<file path="config.mk">
export PLATFORM = sky130hd
export DESIGN_NAME = lbre_ram
export DESIGN_NICKNAME = d
export VERILOG_FILES = /design/src/sv/lbre_ram.sv
export SDC_FILE = /design/constraint.sdc
export NUM_CORES = 1
export LEC_CHECK = 0
export ABC_AREA = 1
export BUFFER_PORTS_ARGS = -buffer_cell sky130_fd_sc_hd__buf_2
export CELL_PAD_IN_SITES_DETAIL_PLACEMENT = 0
export CELL_PAD_IN_SITES_GLOBAL_PLACEMENT = 2
export CORE_AREA = 2 2 132 134
export DETAILED_ROUTE_END_ITERATION = 12
export DIE_AREA = 0 0 134 136
export PLACE_DENSITY = 0.8
export SYNTH_ARGS = -nofsm -noshare
export SYNTH_HDL_FRONTEND = slang
export SYNTH_SLANG_ARGS = --single-unit
</file>
<file path="constraint.sdc">
create_clock -name clk -period 1.1 [get_ports clk]
set_input_delay 0.165 -clock clk [delete_from_list [all_inputs] [get_ports clk]]
set_output_delay 0.165 -clock clk [all_outputs]
set_load 0.02 [all_outputs]
</file>
<file path="src/sv/lbre_ram.sv">
// ----------------------------------------------------------------------------
// lbre_ram: generic single write port, single read port RAM
// One write and one read per cycle, read data registered.
// ----------------------------------------------------------------------------
module lbre_ram #(
	parameter int WIDTH = 8,
	parameter int DEPTH = 16,
	parameter int AW    = $clog2(DEPTH)
) (
	input  logic             clk,
	input  logic             we,
	input  logic [AW-1:0]    waddr,
	input  logic [WIDTH-1:0] wdata,
	input  logic [AW-1:0]    raddr,
	output logic [WIDTH-1:0] rdata
);

	logic [WIDTH-1:0] mem_q [DEPTH];
	logic [WIDTH-1:0] rdata_q;

	always_ff @(posedge clk) begin
		if (we) begin
			mem_q[waddr] <= wdata;
		end
		rdata_q <= mem_q[raddr];
	end

	assign rdata = rdata_q;

endmodule

</file>
== Word-level counts from Yosys, hierarchy flattened ==
Memory sizes are Yosys's and may differ from the RTL's. A register that Yosys moved wholly into a read port is not among the register bits.
Cells that the tools add are included.
W data, S select, Z words.

* Memories: 1
* Input bits: 18
* Output and inout port bits: 8
* Logic and storage cells: 3
* Memory bits (writable): 128
* Flip-flop bits (word level): 0

* Multiplexer cells: 2

{| class="wikitable"
|+ Memories
! name !! words !! bits a word !! rd ports !! clocked after memory_dff !! write ports !! RTL line !! RTL
|-
| mem_q || 16 || 8 || 1 || 1 || 1 || 18 || <nowiki>logic [WIDTH-1:0] mem_q [DEPTH];</nowiki>
|}

{| class="wikitable"
|+ Operator list
! kind !! number
|-
| $mux W1 || 2
|}

== Logic depth before layout (Yosys ltp) ==
Gate-level depths: netlist of the first run.

* Depth in word-level cells: 2
* Mapped depth: 8
* Depth with buffers taken out: 7

== Least setup slack after synthesis of the first run ==
No wires, ideal clock.

* Path type: input to register
* Start point: in waddr[3]
* End point: mem mem_q[4][0] (enable)
* Required time: 0.730 ns
* Stages on the path: 2
* Library setup time: 0.370 ns
* Path buffers: 0
* Setup slack: -0.016 ns
* Data arrival time: 0.746 ns
* Path through: nand3b_1 nor2_1

{| class="wikitable"
|+ RTL lines
! item !! RTL line !! RTL
|-
| from (decl) || 12 || <nowiki>input logic [AW-1:0] waddr,</nowiki>
|-
| to (decl) || 18 ||
|}

Straight into the memory's write port.

== Final worst setup path of the first run ==
* Start point: reg rdata_q[4] (netlist: rdata[4]), read port of mem_q
* End point: out rdata[4]

{| class="wikitable"
|+ RTL lines
! item !! RTL line !! RTL
|-
| from (decl) || 19 || <nowiki>logic [WIDTH-1:0] rdata_q;</nowiki>
|-
| to (decl) || 15 || <nowiki>output logic [WIDTH-1:0] rdata</nowiki>
|}

No word-level cell between the ends.

==> results of run 1 <==
-- sequential cells by signal, indices dropped and copies added (netlist names) --
| name | cells |
|---|---|
| mem_q | 128 |
| rdata | 8 |
-- placed cells by master, fill, tap and decap left out --
cell type	n
buf_12	5
buf_2	22
buf_4	27
bufinv_16	2
clkbuf_1	4
clkbuf_16	17
clkinv_1	1
clkinv_2	5
clkinv_4	1
clkinvlp_4	1
dfxtp_1	6
dfxtp_2	2
edfxtp_1	128
inv_1	100
inv_2	2
nand2_1	173
nand3_1	94
nand3_2	3
nand3b_1	2
nor2_1	17
-- metrics by stage --
step | hold slack (ps) | setup TNS [ps] | utilization | power [mW]
5_1_grt | 87.7 | 0 | 0.406 | 12.3
4_1_cts | 63.2 | 0 | 0.405 | 12.1
2_1_floorplan | 264 | -1010 | - | 6.38
6_report | 83.3 | 0 | 0.406 | 11.9
3_5_place_dp | 503 | -3240 | 0.373 | 6.74
3_3_place_gp | 499 | -2620 | 0.373 | 6.73
-- cell families after synthesis --
kind of cell | after synthesis | synth area share
and+or+nand+nor | 289 | 0.210
buffers and inverters | 126 | 0.0952
DFF | 136 | 0.694
-- metal layers --
| metal | global-route usage | share of wire |
|---|---|---|
| met5 | 0 | 0 |
| met3 | 0.0298 | 0.042 |
| met1 | 0.221 | 0.46 |
| met2 | 0.259 | 0.47 |
| met4 | 0.0745 | 0.023 |
-- area by class of cell --
| type | instances | area [sq um] |
|---|---|---|
| fill | 1649 | 10000 |
| sequential | 136 | 4010 |
| multi-input combinational | 289 | 1230 |
| clock buffer | 21 | 440 |
| timing repair buffer | 54 | 413 |
| inverter | 102 | 383 |
| tap | 225 | 282 |
| clock inverter | 10 | 105 |
-- worst paths after layout --
| check | from | to | slack (ps) | depth (start not counted) |
|---|---|---|---|---|
| max | rdata[4] | rdata[4] | 40 | 1 |
| min | raddr[3] | rdata[4] | 80 | 3 |
| max reg2reg | mem_q[1][2] | rdata[2] | 110 | 6 |
| min reg2reg | mem_q[10][4] | rdata[4] | 680 | 6 |
-- power groups by stage --
| stage | Clock, mW | Combinational, mW | Sequential (mW) |
|---|---|---|---|
| finish | 5.29 | 0.805 | 5.83 |
| global route | 5.60 | 0.898 | 5.84 |
| CTS | 5.40 | 0.818 | 5.83 |
| detailed placement | 0 | 0.807 | 5.94 |
| global placement | 0 | 0.797 | 5.94 |
| floorplan | 0 | 0.409 | 5.97 |
==> run summary, run 1 <==
===============================================================================================
Routability cong.                                                                         0.774
Cell internal power dissipation                                                         9.35 mW
Clock input transition at the sequential cells of the worst setup and hold paths          50 ps
Via count of the first global-routing pass                                                 3730
Remaining design rule violation count                                                         0
Initial Utilization                                                                       0.342
Detailed-routing iteration count for the pre-antenna-repair pass                              4
Top-count cell post-synth                                                               nand2_1
Buffer cell driving the clock tree root                                               clkbuf_16
Yosys Warn Count                                                                              0
Average routed wire per standard cell                                                   16.5 um
Synth Instances                                                                             551
Total via count in the routed design                                                       3817
Die height                                                                               136 um
Layout area overhead                                                                      18.9%
Sequence of cells on the critical path                                                    buf_4
Cell area after layout                                                             0.00686 sq mm
Slowest stage delay, CP                                                                  350 ps
Total Nets Final                                                                            618
Asr flop ratio synth                                                                          0
Flip-flop and latch count after synthesis                                                   136
Area contributors post-synth                                                       edfxtp_1 (67%), nand2_1 (11%), nand3_1 (8.4%), inv_1 (6.5%), dfxtp_1 (2.8%)
Actual slew at the worst max-slew pin                                                    398 ps
Final standard cell count with taps included and fillers excluded                           837
TritonCTS clock tree                                                                       done
Iteration-0 DRC count of the detailed router                                                265
Antenna violations before repair                                                              0
Final Max Slew Viols                                                                          0
Standard cell area after detailed placement                                        0.00629 sq mm
Number of hold buffers added after CTS                                                        0
Worst Setup Slack, final                                                                42.0 ps
Top cell types by occurrence after synthesis                                       nand2_1 (173), edfxtp_1 (128), inv_1 (100), nand3_1 (97), nor2_1 (17)
Portion of synthesized cell area occupied by the leading cell type                        0.667
Die footprint                                                                      0.0182 sq mm
Gr ovfl total                                                                                 0
H-tree level count                                                                            4
Required time at the worst-slack endpoint                                                940 ps
Mean number of vias per cell                                                               4.56
Part of the power in registers                                                            0.489
Insertion delay of the later-clocked pin in the worst-skew pair                          400 ps
Clock Tree Buf Depth                                                                          2
Core area                                                                          0.0169 sq mm
Number of buffers added on ports                                                             25
Proportion of power drawn by combinational gates                                          0.067
Power density over the cells                                                       1740 mW/mm^2
Flip-flop cell with the highest count after synthesis                                  edfxtp_1
Max-Slew Margin vs Limit                                                                  0.735
Syn nets                                                                                    569
Portion of total power attributed to the clock network                                    0.443
Worst clock skew on the final layout                                                    5.29 ps
First-pass GRT wire length                                                             21600 um
I/O pin count                                                                                26
Count of antenna-violating nets left after detailed routing                                   0
# placed instances                                                                          806
Gr usage total                                                                            0.164
Static leakage power                                                                    2.96 nW
CTS Buf Count                                                                                17
Post-detail-place hpwl                                                                  8610 um
Final Hold Fails                                                                              0
# diodes                                                                                      0
Result of the run                                                                     completed
Maximum number of pins on one net before global-route repair                                 65
Net Switching                                                                           2.58 mW
Max Cap Viol                                                                                  0
Mean instance size in the synthesized netlist                                        10.5 sq um
Crit end category                                                                  primary output
Count of different cell masters after synthesis                                              12
Crit path buffers/inverters                                                                   1
Startpoint Class                                                                      flip-flop
Cell area after synthesis                                                          0.00577 sq mm
Switching part of the total power                                                         0.216
Horizontal die dimension                                                                 134 um
Maximum net fanout on the critical path                                                       1
Max stage delay cell, worst path                                                        dfxtp_2
Kind of path behind the tightest hold check                                        input port to flip-flop
Post-route fraction of the period consumed by the critical path                           0.962
Count of instances resized after the clock tree is built                                      4
Cell type with the highest aggregate area in the netlist                               edfxtp_1
Number of post-CTS setup repair buffers                                                       0
Post-Place Setup Slack                                                                  -187 ps
Share of final-layout standard cells stronger than drive strength 1                       0.142
Sequential fraction of the synthesis area                                                 0.694
Count of flip-flops with a built-in enable after synthesis                                  128
Final setup violation count                                                                   0
Worst supply voltage drop on vdd                                                     0.000894 V
Minimum clock period after layout                                                       1060 ps
Start-to-end type of the worst setup path                                          flip-flop to primary output
Unrepaired setup endpoints after global routing                                           false
Number of cell rows                                                                          48
CTS sink cnt                                                                                136
CP top delay family                                                                  flip-flops
Highest attainable clock frequency                                                      945 MHz
Post-detailed-routing wire length                                                      13800 um
Data arrival, critical path                                                              890 ps
===============================================================================================
No activity file was read; power rests on OpenSTA's default activity.
==> run 2, diff against run 1 <==
- CORE_AREA: 2 2 132 134 -> 2 2 154 126
- CTS_BUF_LIST: not set -> sky130_fd_sc_hd__clkbuf_4 sky130_fd_sc_hd__clkbuf_8 sky130_fd_sc_hd__clkbuf_16
- DIE_AREA: 0 0 134 136 -> 0 0 156 128
- PLACE_DENSITY: 0.8 -> 0.75
==> run 2 against run 1 <==
  * First-iteration DRC count is 30% lower
  * Final cell count is 1.2% higher
  * Clock skew is 3.6 ps higher
  * Worst hold slack better by 68 ps
  * Sequential share of layout area is 0.24 points lower
  * Largest cell class unchanged
==> run summary, run 2 (synthesis gave the netlist of run 1 again) <==
===============================================================================================
Result of the run                                                                     completed   unchanged
Core area                                                                          0.0185 sq mm   was 0.0169 sq mm
Multi-input gate area in the final layout                                          0.00121 sq mm   was 0.00123 sq mm
RR Startpoint                                                                       mem_q[7][1]   was mem_q[1][2]
Combined flip-flop and latch cell area                                             0.00401 sq mm   about the same
Routability cong.                                                                         0.761   was 0.774
Die height                                                                               128 um   was 136 um
Maximum net fanout on the critical path                                                       1   unchanged
# diodes                                                                                      0   unchanged
Number of hold buffers added after CTS                                                        0   unchanged
First-pass GRT wire length                                                             21000 um   was 21600 um
Unrepaired setup endpoints after global routing                                           false   unchanged
Final Max Slew Viols                                                                          0   unchanged
Slowest stage delay, CP                                                                  350 ps   about the same
Startpoint Class                                                                      flip-flop   unchanged
Worst reg-to-reg path cell count                                                              6   unchanged
Max-Slew Margin vs Limit                                                                  0.783   was 0.735
Crit end category                                                                  primary output   unchanged
Actual slew at the worst max-slew pin                                                    326 ps   was 398 ps
Layout area overhead                                                                      19.4%   was 18.9%
Detailed-routing iteration count for the pre-antenna-repair pass                              4   unchanged
Leading cell types in the layout, fill and taps excluded                           nand2_1 (173), edfxtp_1 (128), inv_1 (100), nand3_1 (97), buf_4 (24)   was nand2_1 (173), edfxtp_1 (128), inv_1 (100), nand3_1 (94), buf_4 (27)
CP top delay family                                                                  flip-flops   unchanged
Clock input transition at the sequential cells of the worst setup and hold paths          50 ps   about the same
Max Cap Viol                                                                                  0   unchanged
Sum of negative setup slack                                                                0 ps   unchanged
Count of fill cells added during filler insertion                                          1825   was 1649
Start-to-end type of the worst setup path                                          flip-flop to primary output   unchanged
Worst Setup SP                                                                         rdata[1]   was rdata[4]
CTS Buf Count                                                                                17   unchanged
Total power                                                                             11.7 mW   was 11.9 mW
Standard cell area after detailed placement                                        0.00634 sq mm   was 0.00629 sq mm
Util after Layout                                                                         0.372   was 0.406
Worst slack on hold paths                                                                152 ps   was 83.3 ps
Initial Utilization                                                                       0.311   was 0.342
Post-Place Setup Slack                                                                  -129 ps   was -187 ps
Cell area after layout                                                             0.00689 sq mm   was 0.00686 sq mm
Clock Tree Buf Depth                                                                          2   unchanged
Worst supply voltage drop on vdd                                                     0.000986 V   was 0.000894 V
Post-route fraction of the period consumed by the critical path                           0.964   was 0.962
CTS sink cnt                                                                                136   unchanged
Final setup violation count                                                                   0   unchanged
Sequence of cells on the critical path                                                    buf_4   unchanged
Antenna violations before repair                                                              2   was 0
Total via count in the routed design                                                       3722   was 3817
Insertion delay of the later-clocked pin in the worst-skew pair                          410 ps   was 400 ps
# placed instances                                                                          816   was 806
Worst clock skew on the final layout                                                    8.88 ps   was 5.29 ps
Iteration-0 DRC count of the detailed router                                                186   was 265
Static leakage power                                                                    2.98 nW   was 2.96 nW
Via count of the first global-routing pass                                                 3610   was 3730
Crit path to                                                                           rdata[1]   was rdata[4]
Total Nets Final                                                                            618   unchanged
Number of buffers added on ports                                                             25   unchanged
Max stage delay cell, worst path                                                        dfxtp_2   unchanged
Number of flip-flops in the largest register                                                128   unchanged
Gr usage total                                                                            0.145   was 0.164
Mean number of vias per cell                                                               4.39   was 4.56
Final Hold Fails                                                                              0   unchanged
H-tree level count                                                                            4   unchanged
Share of final-layout standard cells stronger than drive strength 1                       0.147   was 0.142
I/O pin count                                                                                26   unchanged
Final standard cell count with taps included and fillers excluded                           847   was 837
TritonCTS clock tree                                                                       done   unchanged
Maximum number of pins on one net before global-route repair                                 65   unchanged
Gr ovfl total                                                                                 0   unchanged
Worst Setup Slack, final                                                                39.9 ps   was 42.0 ps
Number of cell rows                                                                          45   was 48
Kind of path behind the tightest hold check                                        input port to flip-flop   unchanged
Post-detailed-routing wire length                                                      13400 um   was 13800 um
Register containing the most flip-flops in the final layout                               mem_q   unchanged
Average routed wire per standard cell                                                   15.8 um   was 16.5 um
Required time at the worst-slack endpoint                                                940 ps   about the same
Post-detail-place hpwl                                                                  8580 um   was 8610 um
Highest attainable clock frequency                                                      943 MHz   was 945 MHz
Buffer cell driving the clock tree root                                               clkbuf_16   unchanged
WP depth                                                                                      1   unchanged
Count of antenna-violating nets left after detailed routing                                   0   unchanged
FF-to-FF setup slack                                                                     140 ps   was 110 ps
Crit path buffers/inverters                                                                   1   unchanged
Horizontal die dimension                                                                 156 um   was 134 um
Minimum clock period after layout                                                       1060 ps   about the same
Die footprint                                                                      0.0200 sq mm   was 0.0182 sq mm
Power density over the cells                                                       1690 mW/mm^2   was 1740 mW/mm^2
Most common cell after layout, fill and taps aside                                      nand2_1   unchanged
Data arrival, critical path                                                              900 ps   was 890 ps
Reg-to-reg endpoint                                                                    rdata[1]   was rdata[2]
Remaining design rule violation count                                                         0   unchanged
===============================================================================================
==> run 2: cell count changes in the layout (fill, tap and decap cells not counted), moves of 2 or more <==
cell	previous run	this run
buf_2	22	20
nand3_1	94	97
bufinv_16	2	0
buf_6	0	2
buf_4	27	24
buf_12	5	8
nand3_2	3	0
clkbuf_4	0	8
clkbuf_1	4	0
==> run 2: worst min-delay path by stage <==
stage	startpoint	endpoint	cells past startpoint
after floorplan	wdata[0]	mem_q[0][0]	0
after global placement	wdata[0]	mem_q[14][0]	1
after detailed placement	wdata[0]	mem_q[12][0]	1
after CTS	wdata[0]	mem_q[8][0]	1
after global routing	wdata[0]	mem_q[2][0]	1
final	wdata[2]	mem_q[10][2]	1
==> run 2: final cells by class <==
class                      instances  share of cell area
clock inverter                     5             0.00400
tap                              235              0.0427
sequential                       136               0.582
inverter                         102              0.0556
clock buffer                      26              0.0725
multi-input combinational        289               0.176
timing repair buffer              54              0.0672
==> run 2: metal layers <==
metal / track usage / part of all wire / vias to the layer above
met2: 0.222 / 0.46 / 65
met3: 0.0416 / 0.047 / 8
met5: 0 / 0.0020 / -
li1: - / - / 1873
met4: 0.0486 / 0.0057 / 4
met1: 0.197 / 0.48 / 1772
==> run 2: repair_timing <==
action	in CTS	in global routing
endpoints found under the setup margin	3	3
pin swaps	0	0
cloned	0	0
setup buffers	0	0
gates resized for setup	7	3
hold endpoints to repair	0	0
==> run 2: report_power, final <==
group	internal, mW	total, mW	switching [mW]
logic	0.277	0.802	0.526
registers	5.80	5.84	0.0392
clock network	3.10	5.02	1.92
==> run 2: worst register-to-register path, delay by kind of cell, from the launching register on <==
kind | cells | cell delay (ps)
flip-flops | 1 | 360
buffers and inverters | 1 | 60
AND/OR/NAND/NOR | 5 | 430
==> run 3, diff against run 2 <==
- PLACE_DENSITY: 0.75 -> 0.73
- clock period: 1.1 -> 1.15 ns (I/O delays scaled with it)
==> run 3 against run 2 <==
  * Die area is the same
  * Combinational power barely moved
  * Worst hold slack got worse by 25 ps
  * Clock skew fell by 2.2 ps
  * Routed wire length rose by 7.0%
  * Non-clock buffer count up 9
  * First-iteration DRC count increased by 52%
  * Critical path depth is the same
  * Clock-buffer cell count down 6
==> run summary, run 3 (synthesis gave the netlist of run 1 again) <==
===============================================================================================
Result of the run                                                                     completed   unchanged
Gr ovfl total                                                                                 0   unchanged
Leading cell types in the layout, fill and taps excluded                           nand2_1 (173), edfxtp_1 (128), inv_1 (100), nand3_1 (97), buf_4 (32)   was nand2_1 (173), edfxtp_1 (128), inv_1 (100), nand3_1 (97), buf_4 (24)
Power density over the cells                                                       1650 mW/mm^2   was 1690 mW/mm^2
Hold Path Depth                                                                               1   unchanged
TritonCTS clock tree                                                                       done   unchanged
Clock input transition at the sequential cells of the worst setup and hold paths          60 ps   was 50 ps
Worst clock skew on the final layout                                                    6.65 ps   was 8.88 ps
Clock Tree Buf Depth                                                                          2   unchanged
Average routed wire per standard cell                                                   16.7 um   was 15.8 um
Highest attainable clock frequency                                                      909 MHz
Die height                                                                               128 um   unchanged
Count of antenna-violating nets left after detailed routing                                   0   unchanged
CP top delay family                                                                  flip-flops   unchanged
Total Nets Final                                                                            627   was 618
Crit end category                                                                  primary output   unchanged
Final setup violation count                                                                   0   unchanged
Kind of path behind the tightest hold check                                        input port to flip-flop   unchanged
Net Switching                                                                           2.60 mW   was 2.48 mW
Mean number of vias per cell                                                               4.43   was 4.39
Portion of total power attributed to the clock network                                    0.445   was 0.430
Startpoint Class                                                                      flip-flop   unchanged
I/O pin count                                                                                26   unchanged
Final Hold Fails                                                                              0   unchanged
Die footprint                                                                      0.0200 sq mm   unchanged
Actual slew at the worst max-slew pin                                                    420 ps   was 326 ps
Worst reg-to-reg path cell count                                                              6   unchanged
CTS Buf Count                                                                                17   unchanged
Proportion of power drawn by combinational gates                                          0.070   was 0.069
Most common cell after layout, fill and taps aside                                      nand2_1   unchanged
Initial Utilization                                                                       0.311   unchanged
Unrepaired setup endpoints after global routing                                           false   unchanged
Util after Layout                                                                         0.376   was 0.372
Register containing the most flip-flops in the final layout                               mem_q   unchanged
Insertion delay of the later-clocked pin in the worst-skew pair                          420 ps   was 410 ps
# placed instances                                                                          825   was 816
Antenna violations before repair                                                              0   was 2
Max stage delay cell, worst path                                                        dfxtp_1   was dfxtp_2
Switching part of the total power                                                         0.226   was 0.213
Post-route fraction of the period consumed by the critical path                           0.957
Max Cap Viol                                                                                  0   unchanged
Gr usage total                                                                            0.156   was 0.145
First-pass GRT wire length                                                             22100 um   was 21000 um
Worst supply voltage drop on vdd                                                     0.000793 V   was 0.000986 V
Number of cell rows                                                                          45   unchanged
Part of the power in registers                                                            0.485   was 0.501
RR Startpoint                                                                       mem_q[9][6]   was mem_q[7][1]
H-tree level count                                                                            4   unchanged
Data arrival, critical path                                                              930 ps   was 900 ps
Final standard cell count with taps included and fillers excluded                           857   was 847
Core area                                                                          0.0185 sq mm   unchanged
Remaining design rule violation count                                                         0   unchanged
Minimum clock period after layout                                                       1100 ps
Share of final-layout standard cells stronger than drive strength 1                       0.158   was 0.147
Iteration-0 DRC count of the detailed router                                                283   was 186
Post-detail-place hpwl                                                                  9500 um   was 8580 um
Maximum number of pins on one net before global-route repair                                 38   was 65
Max-Slew Margin vs Limit                                                                  0.720   was 0.783
FF-to-FF setup slack                                                                      80 ps   was 140 ps
Slowest stage delay, CP                                                                  350 ps   about the same
Sequence of cells on the critical path                                                    buf_4   unchanged
Cell internal power dissipation                                                         8.91 mW   was 9.18 mW
Final Max Slew Viols                                                                          0   unchanged
Buffer cell driving the clock tree root                                               clkbuf_16   unchanged
CTS sink cnt                                                                                136   unchanged
Via count of the first global-routing pass                                                 3733   was 3610
Reg-to-reg endpoint                                                                    rdata[6]   was rdata[1]
Hold Path End                                                                       mem_q[6][4]   was mem_q[10][2]
Horizontal die dimension                                                                 156 um   unchanged
Worst min-delay path startpoint                                                        wdata[4]   was wdata[2]
Post-detailed-routing wire length                                                      14300 um   was 13400 um
Detailed-routing iteration count for the pre-antenna-repair pass                              5   was 4
Maximum net fanout on the critical path                                                       1   unchanged
Static leakage power                                                                    3.02 nW   was 2.98 nW
Number of buffers added on ports                                                             25   unchanged
Number of flip-flops in the largest register                                                128   unchanged
Crit path buffers/inverters                                                                   1   unchanged
Start-to-end type of the worst setup path                                          flip-flop to primary output   unchanged
# diodes                                                                                      0   unchanged
Required time at the worst-slack endpoint                                                980 ps   was 940 ps
Routability cong.                                                                         0.781   was 0.761
Total via count in the routed design                                                       3800   was 3722
Layout area overhead                                                                      20.9%   was 19.4%
===============================================================================================
-- run 3: changes by cell type in the layout (fill, tap and decap cells not counted), moves of 3 or more --
cell        before  now
buf_2           20   23
buf_4           24   32
clkbuf_4         8    1
clkinvlp_4       1    4
-- run 3: repair_timing --
action	4_1_cts	5_1_grt
gates cloned	0	0
endpoints found under the setup margin	2	1
buffers inserted	0	0
resized for setup	2	1
hold buffers	0	0
-- run 3: layer usage --
| metal | vias up | track usage | wire, um |
|---|---|---|---|
| li1 | 1890 | - | - |
| met1 | 1805 | 0.216 | 6990 |
| met2 | 88 | 0.236 | 6440 |
| met3 | 17 | 0.0392 | 643 |
| met4 | 0 | 0.0621 | 262 |
| met5 | - | 0 | 0 |
-- run 3: power by group through the flow --
| stage | logic (mW) | clock network [mW] | registers, mW |
|---|---|---|---|
| after floorplan | 0.391 | 0 | 5.71 |
| final | 0.805 | 5.13 | 5.58 |
| after global routing | 0.896 | 5.46 | 5.58 |
| after global placement | 0.808 | 0 | 5.68 |
| after CTS | 0.818 | 5.24 | 5.58 |
| after detailed placement | 0.811 | 0 | 5.68 |
-- run 3: worst max-delay path by stage --
stage	startpoint	to	slack, ps	depth (start not counted)
2_1_floorplan	waddr[3]	mem_q[4][0]	30	2
3_3_place_gp	raddr[0]	rdata[0]	-120	9
3_5_place_dp	raddr[0]	rdata[0]	-130	9
4_1_cts	rdata[1]	rdata[1]	4	1
5_1_grt	rdata[1]	rdata[1]	9	1
6_report	rdata[2]	rdata[2]	50	1
-- run 3: area by class of cell --
type,count,area [sq um]
repair buffers,63,515
clock buffers,20,460
well taps,235,294
multi-input cells,289,1210
fillers,1823,11500
clock inverters,12,103
inverters,102,383
flip-flops and latches,136,4010
-- run 3: stage by stage --
| step | setup WS, ps | instance area, sq um | total power, mW | hold WS [ps] | setup TNS (ps) |
|---|---|---|---|---|---|
| after CTS | 4.01 | 6970 | 11.6 | 109 | 0 |
| after global placement | -116 | 6400 | 6.49 | 563 | -567 |
| after floorplan | 26.7 | 5770 | 6.10 | 271 | 0 |
| after detailed placement | -130 | 6400 | 6.49 | 564 | -1780 |
| final | 49.5 | 6970 | 11.5 | 126 | 0 |
| after global routing | 9.09 | 6970 | 11.9 | 124 | 0 |
